### src/rtl/fsal_pkg.sv
// Shared types, constants and helpers for the frame assembler.
`timescale 1ns / 1ps

package fsal_pkg;

   // Largest payload length that a length byte may announce.
   localparam int MAX_PAYLOAD_BYTES = 32;

   // Frame counters must reach header (3) + payload + two CRC bytes.
   localparam int CNT_W = $clog2(MAX_PAYLOAD_BYTES + 6);

   localparam int BYTE_W    = 8;
   localparam int OP_W      = 2;
   localparam int POS_W     = 6;
   localparam int CRC_W     = 2;
   localparam int TIMEOUT_W = 16;
   localparam int CSR_IDX_W = 2;
   localparam int CSR_W     = 16;

   // Item kinds carried on the request channel.
   localparam logic [OP_W-1:0] OP_BYTE    = 2'd0;
   localparam logic [OP_W-1:0] OP_TICK    = 2'd1;
   localparam logic [OP_W-1:0] OP_RELEASE = 2'd2;

   // Configuration register indexes.
   localparam logic [CSR_IDX_W-1:0] CSR_START_BYTE   = 2'd0;
   localparam logic [CSR_IDX_W-1:0] CSR_CRC_LENGTH   = 2'd1;
   localparam logic [CSR_IDX_W-1:0] CSR_IDLE_TIMEOUT = 2'd2;

   // Register reset values.
   localparam logic [BYTE_W-1:0]    START_BYTE_RESET   = 8'hAA;
   localparam logic [CRC_W-1:0]     CRC_LENGTH_RESET   = 2'd2;
   localparam logic [TIMEOUT_W-1:0] IDLE_TIMEOUT_RESET = 16'd200;

   // Receiver phases.
   localparam logic [1:0] PH_HUNT = 2'd0;
   localparam logic [1:0] PH_LEN  = 2'd1;
   localparam logic [1:0] PH_BODY = 2'd2;

   // Start byte, length byte and command byte.
   localparam logic [CNT_W-1:0] HEADER_BYTES = CNT_W'(3);

   typedef struct packed {
      logic [BYTE_W-1:0]    start_byte;
      logic [CRC_W-1:0]     crc_length;
      logic [TIMEOUT_W-1:0] idle_timeout;
   } cfg_type;

   typedef struct packed {
      logic [1:0]           rx_phase;
      logic [CNT_W-1:0]     byte_count;
      logic [CNT_W-1:0]     expected_total;
      logic                 frame_pending;
      logic [CNT_W-1:0]     held_frame_len;
      logic [TIMEOUT_W-1:0] idle_ticks;
   } state_type;

   typedef struct packed {
      logic [OP_W-1:0]   op;
      logic [BYTE_W-1:0] rx_byte;
   } item_type;

   typedef struct packed {
      logic              stored;
      logic [BYTE_W-1:0] stored_byte;
      logic [POS_W-1:0]  byte_position;
      logic              frame_done;
      logic [POS_W-1:0]  frame_length;
      logic              length_rejected;
      logic              timed_out;
      logic              busy_res;
      logic              pending;
   } result_type;

   localparam state_type STATE_RESET = '{
      rx_phase:       PH_HUNT,
      byte_count:     '0,
      expected_total: '0,
      frame_pending:  1'b0,
      held_frame_len: '0,
      idle_ticks:     '0
   };

   // Positions and lengths leave the block on a fixed 6-bit field.
   function automatic logic [POS_W-1:0] to_pos(input logic [CNT_W-1:0] v);
      return POS_W'(v);
   endfunction

   // A CRC length of 0 behaves as 1, and 3 behaves as 2.
   function automatic logic [CRC_W-1:0] clamp_crc(input logic [CRC_W-1:0] v);
      logic [CRC_W-1:0] r;
      r = v;
      if (v == 2'd0) r = 2'd1;
      if (v == 2'd3) r = 2'd2;
      return r;
   endfunction

endpackage

### src/rtl/sof_length_frame_assembler_unit.sv
// Top level of the start-byte and length-prefixed frame assembler.
`timescale 1ns / 1ps

// Channel   Direction  Handshake              Payload
// req_      in         req_tvalid/req_tready  tdata: rx_byte; tuser: op
// rsp_      out        rsp_tvalid/rsp_tready  tdata: status; tuser: stored; tlast: done
// csr_      in         csr_we                 csr_index, csr_wdata
//
// Every request transaction produces exactly one response transaction. The block
// takes one transaction per clock cycle while the response side is not stalled;
// each passes through the request register and then the response register, where
// the frame state is updated by a single pass of compare and counter logic.
// The synchronous reset empties both registers and returns the receiver to hunting.
// A stalled response holds its register; the request register still takes one
// more transaction, and backpressure reaches req_tready only when both are full.

module sof_length_frame_assembler_unit (
   input  logic                           clock,
   input  logic                           reset,
   // Request channel.
   input  logic                           req_tvalid,
   output logic                           req_tready,
   input  logic [7:0]                     req_tdata,  // [7:0] rx_byte
   input  logic [1:0]                     req_tuser,  // [1:0] op
   // Response channel.
   output logic                           rsp_tvalid,
   input  logic                           rsp_tready,
   output logic [23:0]                    rsp_tdata,  // [7:0] stored_byte,
                                                      // [13:8] byte_position,
                                                      // [19:14] frame_length,
                                                      // [20] length_rejected,
                                                      // [21] timed_out,
                                                      // [22] busy_res, [23] pending
   output logic                           rsp_tuser,  // [0] stored
   output logic                           rsp_tlast,  // frame_done
   // Configuration port.
   input  logic                           csr_we,
   input  logic [fsal_pkg::CSR_IDX_W-1:0] csr_index,
   input  logic [fsal_pkg::CSR_W-1:0]     csr_wdata
);
   import fsal_pkg::*;

   cfg_type    cfg;
   state_type  state_ff;
   state_type  state_in;
   item_type   item_ff;
   result_type result_in;
   result_type result_ff;
   logic       item_valid_ff;
   logic       item_valid_in;
   logic       rsp_valid_ff;
   logic       rsp_valid_in;
   logic       req_accept;
   logic       advance;

   fsal_csr u_csr (
      .clock     (clock),
      .reset     (reset),
      .csr_we    (csr_we),
      .csr_index (csr_index),
      .csr_wdata (csr_wdata),
      .cfg       (cfg)
   );

   fsal_step u_step (
      .cfg        (cfg),
      .state      (state_ff),
      .item       (item_ff),
      .state_next (state_in),
      .result     (result_in)
   );

   // The held request moves on whenever the response register is free or emptying.
   assign advance    = item_valid_ff && (!rsp_valid_ff || rsp_tready);
   assign req_tready = !item_valid_ff || advance;
   assign req_accept = req_tvalid && req_tready;

   always_comb begin
      item_valid_in = item_valid_ff;
      if (advance)    item_valid_in = 1'b0;
      if (req_accept) item_valid_in = 1'b1;

      rsp_valid_in = rsp_valid_ff;
      if (advance) begin
         rsp_valid_in = 1'b1;
      end else if (rsp_tready) begin
         rsp_valid_in = 1'b0;
      end
   end

   always_ff @(posedge clock) begin
      if (reset) begin
         item_valid_ff <= 1'b0;
         rsp_valid_ff  <= 1'b0;
         state_ff      <= STATE_RESET;
      end else begin
         item_valid_ff <= item_valid_in;
         rsp_valid_ff  <= rsp_valid_in;
         if (advance) begin
            state_ff <= state_in;
         end
      end
   end

   // Payload registers carry no reset.
   always_ff @(posedge clock) begin
      if (req_accept) begin
         item_ff.op      <= req_tuser;
         item_ff.rx_byte <= req_tdata;
      end
      if (advance) begin
         result_ff <= result_in;
      end
   end

   assign rsp_tvalid = rsp_valid_ff;
   assign rsp_tuser  = result_ff.stored;
   assign rsp_tlast  = result_ff.frame_done;
   assign rsp_tdata  = {result_ff.pending,
                        result_ff.busy_res,
                        result_ff.timed_out,
                        result_ff.length_rejected,
                        result_ff.frame_length,
                        result_ff.byte_position,
                        result_ff.stored_byte};

endmodule

### src/rtl/fsal_csr.sv
// Configuration registers of the frame assembler.
`timescale 1ns / 1ps

module fsal_csr (
   input  logic                           clock,
   input  logic                           reset,
   input  logic                           csr_we,
   input  logic [fsal_pkg::CSR_IDX_W-1:0] csr_index,
   input  logic [fsal_pkg::CSR_W-1:0]     csr_wdata,
   output fsal_pkg::cfg_type              cfg
);
   import fsal_pkg::*;

   cfg_type cfg_ff;
   cfg_type cfg_in;

   always_comb begin
      cfg_in = cfg_ff;
      if (csr_we) begin
         case (csr_index)
            CSR_START_BYTE:   cfg_in.start_byte   = csr_wdata[BYTE_W-1:0];
            CSR_CRC_LENGTH:   cfg_in.crc_length   = csr_wdata[CRC_W-1:0];
            CSR_IDLE_TIMEOUT: cfg_in.idle_timeout = csr_wdata[TIMEOUT_W-1:0];
            default:          cfg_in = cfg_ff;
         endcase
      end
   end

   always_ff @(posedge clock) begin
      if (reset) begin
         cfg_ff.start_byte   <= START_BYTE_RESET;
         cfg_ff.crc_length   <= CRC_LENGTH_RESET;
         cfg_ff.idle_timeout <= IDLE_TIMEOUT_RESET;
      end else begin
         cfg_ff <= cfg_in;
      end
   end

   assign cfg = cfg_ff;

endmodule

### src/rtl/fsal_step.sv
// Next-state and result logic for one request item.
`timescale 1ns / 1ps

module fsal_step (
   input  fsal_pkg::cfg_type    cfg,
   input  fsal_pkg::state_type  state,
   input  fsal_pkg::item_type   item,
   output fsal_pkg::state_type  state_next,
   output fsal_pkg::result_type result
);
   import fsal_pkg::*;

   logic [CNT_W-1:0]     count_inc;
   logic [TIMEOUT_W-1:0] ticks_inc;
   logic [CRC_W-1:0]     crc_eff;

   assign count_inc = state.byte_count + CNT_W'(1);
   assign ticks_inc = (state.idle_ticks == '1) ? state.idle_ticks
                                               : state.idle_ticks + TIMEOUT_W'(1);
   assign crc_eff   = clamp_crc(cfg.crc_length);

   always_comb begin
      state_next = state;
      result     = '0;

      case (item.op)
         OP_BYTE: begin
            state_next.idle_ticks = '0;
            if (!state.frame_pending) begin
               case (state.rx_phase)
                  PH_HUNT: begin
                     if (item.rx_byte == cfg.start_byte) begin
                        result.stored         = 1'b1;
                        result.stored_byte    = item.rx_byte;
                        state_next.byte_count = CNT_W'(1);
                        state_next.rx_phase   = PH_LEN;
                     end
                  end
                  PH_LEN: begin
                     if (item.rx_byte > BYTE_W'(MAX_PAYLOAD_BYTES)) begin
                        result.length_rejected = 1'b1;
                        state_next.rx_phase    = PH_HUNT;
                        state_next.byte_count  = '0;
                     end else begin
                        result.stored             = 1'b1;
                        result.stored_byte        = item.rx_byte;
                        result.byte_position      = POS_W'(1);
                        state_next.expected_total = HEADER_BYTES
                                                  + CNT_W'(item.rx_byte)
                                                  + CNT_W'(crc_eff);
                        state_next.byte_count     = CNT_W'(2);
                        state_next.rx_phase       = PH_BODY;
                     end
                  end
                  default: begin
                     result.stored         = 1'b1;
                     result.stored_byte    = item.rx_byte;
                     result.byte_position  = to_pos(state.byte_count);
                     state_next.byte_count = count_inc;
                     if (count_inc >= state.expected_total) begin
                        result.frame_done         = 1'b1;
                        state_next.held_frame_len = count_inc;
                        state_next.frame_pending  = 1'b1;
                        state_next.rx_phase       = PH_HUNT;
                        state_next.byte_count     = '0;
                     end
                  end
               endcase
            end
         end
         OP_TICK: begin
            state_next.idle_ticks = ticks_inc;
            if (state.rx_phase != PH_HUNT && ticks_inc > cfg.idle_timeout) begin
               result.timed_out      = 1'b1;
               state_next.rx_phase   = PH_HUNT;
               state_next.byte_count = '0;
            end
         end
         OP_RELEASE: begin
            state_next.frame_pending  = 1'b0;
            state_next.held_frame_len = '0;
            state_next.expected_total = '0;
            state_next.rx_phase       = PH_HUNT;
            state_next.byte_count     = '0;
         end
         default: begin
            state_next = state;
         end
      endcase

      // Status reflects the state after this item.
      result.frame_length = state_next.frame_pending ? to_pos(state_next.held_frame_len)
                                                     : '0;
      result.busy_res     = (state_next.rx_phase != PH_HUNT);
      result.pending      = state_next.frame_pending;
   end

endmodule

### config.mk
export PLATFORM = sky130hd
export DESIGN_NAME = sof_length_frame_assembler_unit
export DESIGN_NICKNAME = d
export VERILOG_FILES = /design/src/rtl/fsal_pkg.sv /design/src/rtl/sof_length_frame_assembler_unit.sv /design/src/rtl/fsal_csr.sv /design/src/rtl/fsal_step.sv
export SDC_FILE = /design/constraint.sdc
export NUM_CORES = 1
export LEC_CHECK = 0
export ABC_AREA = 1
export ABC_CLOCK_PERIOD_IN_PS = 2800
export BUFFER_PORTS_ARGS = -buffer_cell sky130_fd_sc_hd__buf_2
export CAP_MARGIN = 20
export CORE_UTILIZATION = 45
export DETAILED_ROUTE_END_ITERATION = 10
export PLACE_DENSITY = 0.67
export SKIP_CTS_REPAIR_TIMING = 1
export SYNTH_ARGS = -nofsm -noshare
export SYNTH_HDL_FRONTEND = slang
export SYNTH_SLANG_ARGS = --single-unit
export TNS_END_PERCENT = 20
### constraint.sdc
create_clock -name clock -period 2.8 [get_ports clock]
set_input_delay 0.56 -clock clock [delete_from_list [all_inputs] [get_ports clock]]
set_output_delay 0.56 -clock clock [all_outputs]
set_load 0.02 [all_outputs]
Word-level counts from Yosys, hierarchy flattened:

Cells that the tools add are included.
Widths: inputs -> output; s select.

* $add $sub $neg: 4
* order comparisons: 3
* equality and inequality tests: 13
* multiplexer cells: 27
* bitwise gates (word level): 2
* reduce and logical (&&, ||, !) cells: 28

Operators by type and width (number)
* $mux 8: 4
* $pmux 16 s2: 1
* $pmux 13 s2: 1
* $pmux 8 s3: 1
* $mux 21: 1
* $pmux 9 s2: 1
* $add 16x1->16 const B: 1
* $eq 16x16->1 const B: 1
* $gt 16x16->1: 1
* $mux 16: 1
* $pmux 8 s2: 1
* $mux 15: 1
* $mux 7: 2
* $mux 6: 2
* $pmux 6 s2: 1
* $reduce_bool 2->1: 6
* $reduce_and 5->1: 2
* $mux 9: 1
* $eq 8x8->1: 1
* $gt 8x6->1 const B: 1
* $logic_not 2->1: 4
* $reduce_and 2->1: 4
* $mux 1: 7
* $add 2x6->6 const A: 1
* other kinds (17): 30

* register bits after elaboration: 101
* input port bits: 33
* output and inout port bits: 28
* word-level logic and storage cells: 99

Depth between registers and ports, before layout:

Gate-level depths: netlist (run 1).

* depth after elaboration: 9
* depth in mapped cells: 25
* depth with buffers taken out: 24

By module:

From an unflattened synthesis (run 1), not the netlist that was laid out.

* cell total of the unflattened synthesis: 951
* area total of the unflattened synthesis: 6418.7 um^2

Modules (own cells, without submodules)
* sof_length_frame_assembler_unit: instances 1, cells an instance 290, area an instance 2821.5 um^2, seq. area each 1861.8 um^2
* fsal_step: instances 1, cells an instance 504, area an instance 2523.7 um^2, seq. area each 0.0 um^2
* fsal_csr: instances 1, cells an instance 157, area an instance 1073.5 um^2, seq. area each 520.5 um^2

Worst setup path after synthesis (run 1):

No wires, ideal clock.

* path type: reg2reg
* from: register state_ff[0] (netlist name)
* to: register state_ff[34] (netlist name)
* setup time: 129 ps
* data arrival time: 2541 ps
* required time: 2671 ps
* setup slack: 130 ps
* cell stages (with the launch flop): 25
* path buffers: 1
* clock period less this slack: 2670 ps
* path through: dfxtp_1 > ha_1 > nand3_1 > nor2_4 > nand2_2 > nor2_4 > nand2_2 > nand3_1 > o21a_2 > ha_1 > nand2_1 > inv_1 > nand2_1 > nand2_1 > nand2_1 > nand2_1 > nand2_1 > nand2_1 > nand2_1 > nand2_1 > nand2_1 > buf_2 > nand2_1 > nand2_1 > nor2_1

* longest elaborated chain between the ends: 6
* elaborated cells between the ends (all ways): 7
* those cells by class: add/sub (1); order compare (1); eq/ne (2); mux (1); reduce/logical (2)

Ends and longest elaborated chain
* start: declaration: line sof_length_frame_assembler_unit.sv:44 `state_type state_ff;`
* start signal: assignment: line sof_length_frame_assembler_unit.sv:100 `state_ff <= state_in;`
* $add 16x1->16 or $eq 16x16->1 (tied branches): line fsal_step.sv:19, fsal_step.sv:18
* $mux 16 *: line fsal_step.sv:18 `assign ticks_inc = (state.idle_ticks == '1) ? state.idle_ticks`
* $gt 16x16->1 *: line fsal_step.sv:73 `if (state.rx_phase != PH_HUNT && ticks_inc > cfg.idle_timeout) begin`
* $logic_and 1x1->1 *: line fsal_step.sv:73
* $ne 2x1->1 (no line) *
* $reduce_and 5->1 (no line) *

Every way passes the cells marked *; elsewhere a longest branch is shown, timed or not.
A chain may end at the register's enable or synchronous reset.

Final worst setup path (run 1):

* from: register state_ff[3] (netlist name)
* to: register state_ff[32] (netlist name)

Same word-level chain as after synthesis.

==> results of run 1 <==
[metrics by stage]
stage	util [%]	area (um2)
final	54.8	6250
after global routing	54.8	6250
after CTS	53.3	6090
after detailed placement	50.9	5810
after global placement	50.9	5810
after floorplan	-	5280
[logic make-up (layout without fill, tap and decap cells)]
family | Yosys count | in the layout
buffers and inverters | 124 | 204
xor gates and xnor gates | 21 | 21
AOI/OAI and AO/OA | 112 | 112
adders and majority gates | 29 | 29
DFF | 100 | 100
and+or+nand+nor | 300 | 301
[worst max-delay path, cell delays in order (launching register included)]
cell and delay [ns]:
dfxtp_2 0.36, inv_2 0.09, nor3_4 0.22, nand2_2 0.11
nor2_4 0.14, nand3_1 0.10, and2_2 0.22, ha_1 0.30
nand2_1 0.11, nor2_2 0.05, buf_4 0.12, a21oi_1 0.14
nand2_1 0.09, nand2_2 0.09, nand2_2 0.10, nand2_4 0.15
nand2_1 0.07, nand2_1 0.06, nor2_1 0.04
[routing by layer]
layer  vias up  track usage, %  wire length [um]
met5         -               0                 0
met4         0            10.7               439
met3        24            5.53               564
met2       120            37.4              6090
met1      2127            24.6              5360
li1       2355               -                 -
[flip-flops by register name (all words and copies together), names as in the netlist]
signal / cells
rsp_tuser: 1
rsp_tlast: 1
item_ff: 10
state_ff: 37
u_csr.cfg: 25
rsp_tvalid: 1
item_valid_ff: 1
rsp_tdata: 24
[power groups by stage]
stage	Combinational, mW	Sequential (mW)	Clock (mW)
2_1_floorplan	0.230	1.64	0
3_3_place_gp	0.341	1.63	0
3_5_place_dp	0.352	1.64	0
4_1_cts	0.355	1.60	1.20
5_1_grt	0.431	1.61	1.25
6_report	0.383	1.60	1.18
[layout make-up]
class,count,area (um2)
clock buffer,15,268
clock inverter,1,6.26
fill,1075,5160
inverter,108,405
multi-input combinational,463,2560
sequential,100,2380
tap,143,179
timing repair buffer,80,454
[layout by cell type (no fill, tap or decap), types with 5 or more instances in the layout]
| master | count |
|---|---|
| a21oi_1 | 62 |
| buf_2 | 60 |
| buf_4 | 19 |
| clkbuf_16 | 9 |
| dfxtp_1 | 56 |
| edfxtp_1 | 36 |
| ha_1 | 27 |
| inv_1 | 93 |
| inv_2 | 15 |
| nand2_1 | 152 |
| nand2_2 | 10 |
| nand3_1 | 31 |
| nand4_1 | 7 |
| nor2_1 | 76 |
| nor2_4 | 5 |
| o211ai_1 | 5 |
| o21ai_0 | 30 |
| xnor2_1 | 9 |
| xor2_1 | 12 |
[worst max path at each step]
stage	startpoint	endpoint	slack [ns]	depth (start not counted)
after floorplan	state_ff[0]$_SDFFE_PP0P_	state_ff[34]$_SDFFE_PP0P_	0.13	24
after global placement	state_ff[31]$_SDFFE_PP0P_	rsp_tdata[18]$_SDFFCE_PN0P_	-0.02	14
after detailed placement	state_ff[31]$_SDFFE_PP0P_	rsp_tdata[18]$_SDFFCE_PN0P_	-0.08	14
after CTS	state_ff[31]$_SDFFE_PP0P_	rsp_tdata[18]$_SDFFCE_PN0P_	-0.11	14
after global routing	state_ff[1]$_SDFFE_PP0P_	rsp_tdata[22]$_DFFE_PP_	-0.03	19
final	state_ff[3]$_SDFFE_PP0P_	state_ff[32]$_SDFFE_PP0P_	0.15	18
==> metrics.yaml, run 1 <==
place:
  gp_congestion: 0.813
  hpwl_mm: 9.07
  portBuffers: 60
  dp_slack_ns: -0.0802
  dpl.cell_count: 889
power:
  sw_frac_of_total_pct: 25.7
  max-vdd-ir-drop_mv: 0.408
  switching_power_mw: 0.813
  seq_power_share_pct: 50.6
  comb_power_share_pct: 12.1
  p_int_mw: 2.35
  power_mw: 3.17
  powerDensity_nw_per_um2: 506
  clkPwrFrac_pct: 37.3
  p_leak_nw: 2.89
timing:
  period_minus_slack_ns: 2.65
  fin_worst_skew_ns: 0.00552
  fin_setup_tns_ns: 0
  hold_slack_ns: 0.380
  fin_crit_sh_pct: 94.6
  slew_headroom_pct: 58.8
  setup_viol: 0
  fmax_mhz: 378
  final-max-slew-violation-count: 0
  worst_pin_slew_ns: 0.617
  finalWorstSetupSlack_ns: 0.151
  grt_setup_unrepaired: "true"
  final_hold_viol_count: 0
floorplanning:
  start_util_pct: 46.3
  die_w_um: 110
  dieArea_um2: 12200
  die_y_um: 110
  core-area_um2: 11400
  num_rows: 39
  ios: 61
clock_network:
  cts_tree: "yes"
  h-tree-depth: 3
  worstSkewPairLatency_ns: 0.35
  cts_buffer_depth: 2
  clockRootBuffer: "clkbuf_16"
  cts_buffers: 9
  cts.clk_slew.worst_paths_ns: 0.06
  clock_sinks: 100
outcome:
  outcome: "finished clean"
setup_path:
  path_class: "reg -> reg"
  rr_worst_depth: 18
  reg2reg_slack_ns: 0.15
  cp-end-kind: "flop"
  required_ns: 3.05
  r2r_start: "state_ff[3]$_SDFFE_PP0P_"
  crit_fanout: 6
  timing.rr.end: "state_ff[32]$_SDFFE_PP0P_"
  arrival_ns: 2.90
  start_kind: "flop"
route:
  detail_route.drc_violations: 0
  drt_iter0_drc: 148
  viasPerCell: 5.08
  drtPass1Iterations: 4
  vias: 4626
  wl_mm: 12.5
  ant_nets: 0
  wl_per_cell_um: 13.7
logic_synthesis:
  synth_compound_area_share_pct: 11.5
  syn_inst: 686
  synthTopCellsByCount: "158 x nand2_1, 97 x inv_1, 78 x nor2_1"
  synth_area_leaders: "dfxtp_1 24%, edfxtp_1 20%, nand2_1 11%"
  synth-seq-cells: 100
  ys.flop_type: "dfxtp_1"
  synth_edf_count: 36
  synth.top_cell.area_share_pct: 24.3
  synthArstFlopShare_pct: 0
  yosysMostFrequentCell: "nand2_1"
  syn_area_um2: 5280
  synth_top_area_cell: "dfxtp_1"
  mappedNetlistNets: 748
  synth_seq_area_share_pct: 44.7
  synth-adder-area-share_pct: 7.01
  synth.distinct_cells: 38
  synth_top_family_by_area: "simple AND/OR/NAND/NOR gates"
  synth_mux_area_share_pct: 0
  synthSimpleGateAreaFrac_pct: 24.3
  synth_xor_xnor_area_share_pct: 3.48
  synth_warnings: 0
  syn_area_per_cell_um2: 7.70
grt:
  grt_max_degree: 36
  grt_pass1_wl_mm: 20.0
  grt_usage_pct: 21.6
  grt_pass1_vias: 4476
  grt_overflow: 0
  grt_antenna_before_repair: 0
cells_and_area:
  diodes: 0
  post_layout_nonfiller_instances: 910
  nNetsFinal: 824
  drive_above_1_share_pct: 20.1
  area_growth_pct: 18.4
min_path:
  hold_class: "in -> reg"
  worstHoldPathCells: 1
  hp-start: "req_tdata[3]"
  whs_endpoint: "item_ff[3]$_DFFE_PP_"
flow_run:
  cap_violations: 0
Note: power is estimated with default switching activity, not from simulation.
==> run 2: changes to the inputs <==
--- a/config.mk
+++ b/config.mk
@@ -5,7 +5,7 @@
 export SDC_FILE = /design/constraint.sdc
 export NUM_CORES = 1
 export LEC_CHECK = 0
-export ABC_AREA = 1
+export ABC_AREA = 0
 export ABC_CLOCK_PERIOD_IN_PS = 2800
 export BUFFER_PORTS_ARGS = -buffer_cell sky130_fd_sc_hd__buf_2
 export CAP_MARGIN = 20
==> metrics.yaml, run 2 <==
cells_and_area:
  largest_reg_flops: 37  # unchanged
  drive_above_1_share_pct: 25.1  # was 20.1%
  largest_register: "state_ff"  # unchanged
  final_common_cell: "nand2_1"  # unchanged
  area_growth_pct: 22.8  # was 18.4%
  layout_common_cells: "68 x nand2_1, 60 x buf_2, 55 x dfxtp_1, 55 x buf_4, 45 x nor2_1"  # was 152 x nand2_1, 93 x inv_1, 76 x nor2_1
  diodes: 0  # unchanged
  nNetsFinal: 737  # was 824
  fin_area_um2: 6490  # was 6250 um2
  nFillCells: 1024  # was 1075
  final_core_util_pct: 56.9  # was 54.8%
setup_path:
  crit_fanout: 6  # unchanged
  arrival_ns: 3.47  # was 2.90 ns
  cp-end-kind: "flop"  # unchanged
  start_kind: "flop"  # unchanged
  required_ns: 3.06  # was 3.05 ns
  path_class: "reg -> reg"  # unchanged
logic_synthesis:
  synth-seq-cells: 100  # unchanged
  synth_seq_area_share_pct: 44.7  # about the same
  synth_warnings: 0  # unchanged
  synth.top_cell.area_share_pct: 24.2  # was 24.3%
  synthTopCellsByCount: "69 x nand2_1, 64 x dfxtp_1, 46 x nor2_1"  # was 158 x nand2_1, 97 x inv_1, 78 x nor2_1
  syn_area_um2: 5290  # was 5280 um2
  synth_top_area_cell: "dfxtp_1"  # unchanged
  synthArstFlopShare_pct: 0  # unchanged
  ys.flop_type: "dfxtp_1"  # unchanged
  yosysMostFrequentCell: "nand2_1"  # unchanged
  mappedNetlistNets: 631  # was 748
  synth_area_leaders: "dfxtp_1 24%, edfxtp_1 20%, ha_1 6.6%"  # was dfxtp_1 24%, edfxtp_1 20%, nand2_1 11%
  synth_edf_count: 36  # unchanged
  syn_area_per_cell_um2: 9.29  # was 7.70 um2
  synth.distinct_cells: 63  # was 38
  syn_inst: 569  # was 686
clock_network:
  clock_sinks: 100  # unchanged
  cts_buffers: 9  # unchanged
  cts.clk_slew.worst_paths_ns: 0.07  # was 0.06 ns
  cts_buffer_depth: 2  # unchanged
  h-tree-depth: 3  # unchanged
  worstSkewPairLatency_ns: 0.35  # about the same
  cts_tree: "yes"  # unchanged
  clockRootBuffer: "clkbuf_16"  # unchanged
timing:
  grt_setup_unrepaired: "true"  # unchanged
  fmax_mhz: 312  # was 378 MHz
  final-max-slew-violation-count: 0  # unchanged
  hold_slack_ns: 0.388  # was 0.380 ns
  fin_crit_sh_pct: 115  # was 94.6%
  final_hold_viol_count: 0  # unchanged
  finalWorstSetupSlack_ns: -0.406  # was 0.151 ns
  setup_viol: 10  # was 0
  worst_pin_slew_ns: 0.727  # was 0.617 ns
  period_minus_slack_ns: 3.21  # was 2.65 ns
  slew_headroom_pct: 50.3  # was 58.8%
  fin_worst_skew_ns: 0.00580  # was 0.00552 ns
  fin_setup_tns_ns: -3.34  # was 0 ns
power:
  powerDensity_nw_per_um2: 473  # was 506 nW/um2
  p_leak_nw: 2.54  # was 2.89 nW
  max-vdd-ir-drop_mv: 0.366  # was 0.408 mV
grt:
  grt_max_degree: 30  # was 36
  grt_antenna_before_repair: 0  # unchanged
  grt_pass1_wl_mm: 20.6  # was 20.0 mm
  grt_pass1_vias: 4415  # was 4476
  grt_overflow: 0  # unchanged
  grt_usage_pct: 20.9  # was 21.6%
route:
  viasPerCell: 5.57  # was 5.08
  ant_nets: 0  # unchanged
  vias: 4580  # was 4626
  wl_mm: 12.9  # was 12.5 mm
  wl_per_cell_um: 15.7  # was 13.7 um
  drtPass1Iterations: 4  # unchanged
  drt_iter0_drc: 212  # was 148
  detail_route.drc_violations: 0  # unchanged
floorplanning:
  die_w_um: 110  # about the same
  core-area_um2: 11400  # unchanged
  ios: 61  # unchanged
  start_util_pct: 46.3  # about the same
  num_rows: 39  # unchanged
  die_y_um: 110  # about the same
  dieArea_um2: 12200  # about the same
outcome:
  violations: "setup timing"
  outcome: "finished with violations"  # was finished clean
min_path:
  hold_class: "in -> reg"  # unchanged
place:
  gp_congestion: 0.920  # was 0.813
  portBuffers: 60  # unchanged
  hpwl_mm: 9.48  # was 9.07 mm
  postPlaceCellArea_um2: 6010  # was 5810 um2
flow_run:
  cap_violations: 0  # unchanged
==> run 2: stage by stage <==
step	std cells	setup slack (ns)	total power, mW
after CTS	812	-0.372	3.08
after floorplan	569	-0.214	1.75
after global routing	823	-0.498	3.18
after detailed placement	796	-0.351	1.83
final	823	-0.406	3.07
after global placement	796	-0.203	1.83
==> run 2: cells by family (layout without fill, tap and decap cells) <==
group	count (synthesis)	after routing	share of synthesized area, %
AND/OR/NAND/NOR	203	203	18.8
buffers and inverters	69	180	5.63
flip-flops	100	100	44.7
adder cells (fa/ha/maj)	29	29	7.00
AO/OA/AOI/OAI	121	121	15.6
multiplexers	20	20	3.83
XOR/XNOR	27	27	4.47
==> run 2: cell type report <==
type,count,area [um2],area share [%]
Clock buffer,11,253,3.89
Clock inverter,5,51.3,0.790
Inverter,46,173,2.66
Multi-Input combinational cell,400,2720,41.8
Sequential cell,100,2380,36.6
Tap cell,143,179,2.76
Timing Repair Buffer,118,747,11.5
==> run 2: worst max-delay path, cell delays in order (launching register included) <==
cell,delay (ns)
dfxtp_1,0.33
and4_4,0.26
nand3_2,0.10
o211ai_1,0.34
nor2_1,0.14
xor2_1,0.17
ha_1,0.31
nand4_1,0.15
nor4_2,0.32
a21boi_2,0.25
o31ai_4,0.09
a211oi_4,0.27
buf_6,0.18
mux2i_2,0.22
==> run 2: report_power, final <==
group | total [mW] | internal [mW] | switching (mW)
Sequential | 1.56 | 1.54 | 0.0244
Combinational | 0.246 | 0.0915 | 0.155
Clock | 1.26 | 0.676 | 0.587
==> run 2: worst paths after layout <==
kind,endpoint,slack [ns],depth (start not counted),from
worst min register to register,u_csr.cfg[2]$_SDFFE_PP0P_,0.46,2,u_csr.cfg[2]$_SDFFE_PP0P_
worst min-delay path,item_ff[9]$_DFFE_PP_,0.39,1,req_tuser[1]
worst max-delay path,state_ff[34]$_SDFFE_PP0P_,-0.41,13,state_ff[11]$_SDFFE_PP0P_
worst max register to register,state_ff[34]$_SDFFE_PP0P_,-0.41,13,state_ff[11]$_SDFFE_PP0P_
==> run 2: per-layer routing <==
metal | vias up | global-route usage, % | part of all wire [%]
li1 | 2247 | - | -
met1 | 2192 | 24.5 | 42
met2 | 113 | 37.2 | 52
met3 | 28 | 3.68 | 3.5
met4 | 0 | 9.51 | 3.3
met5 | - | 0 | 0
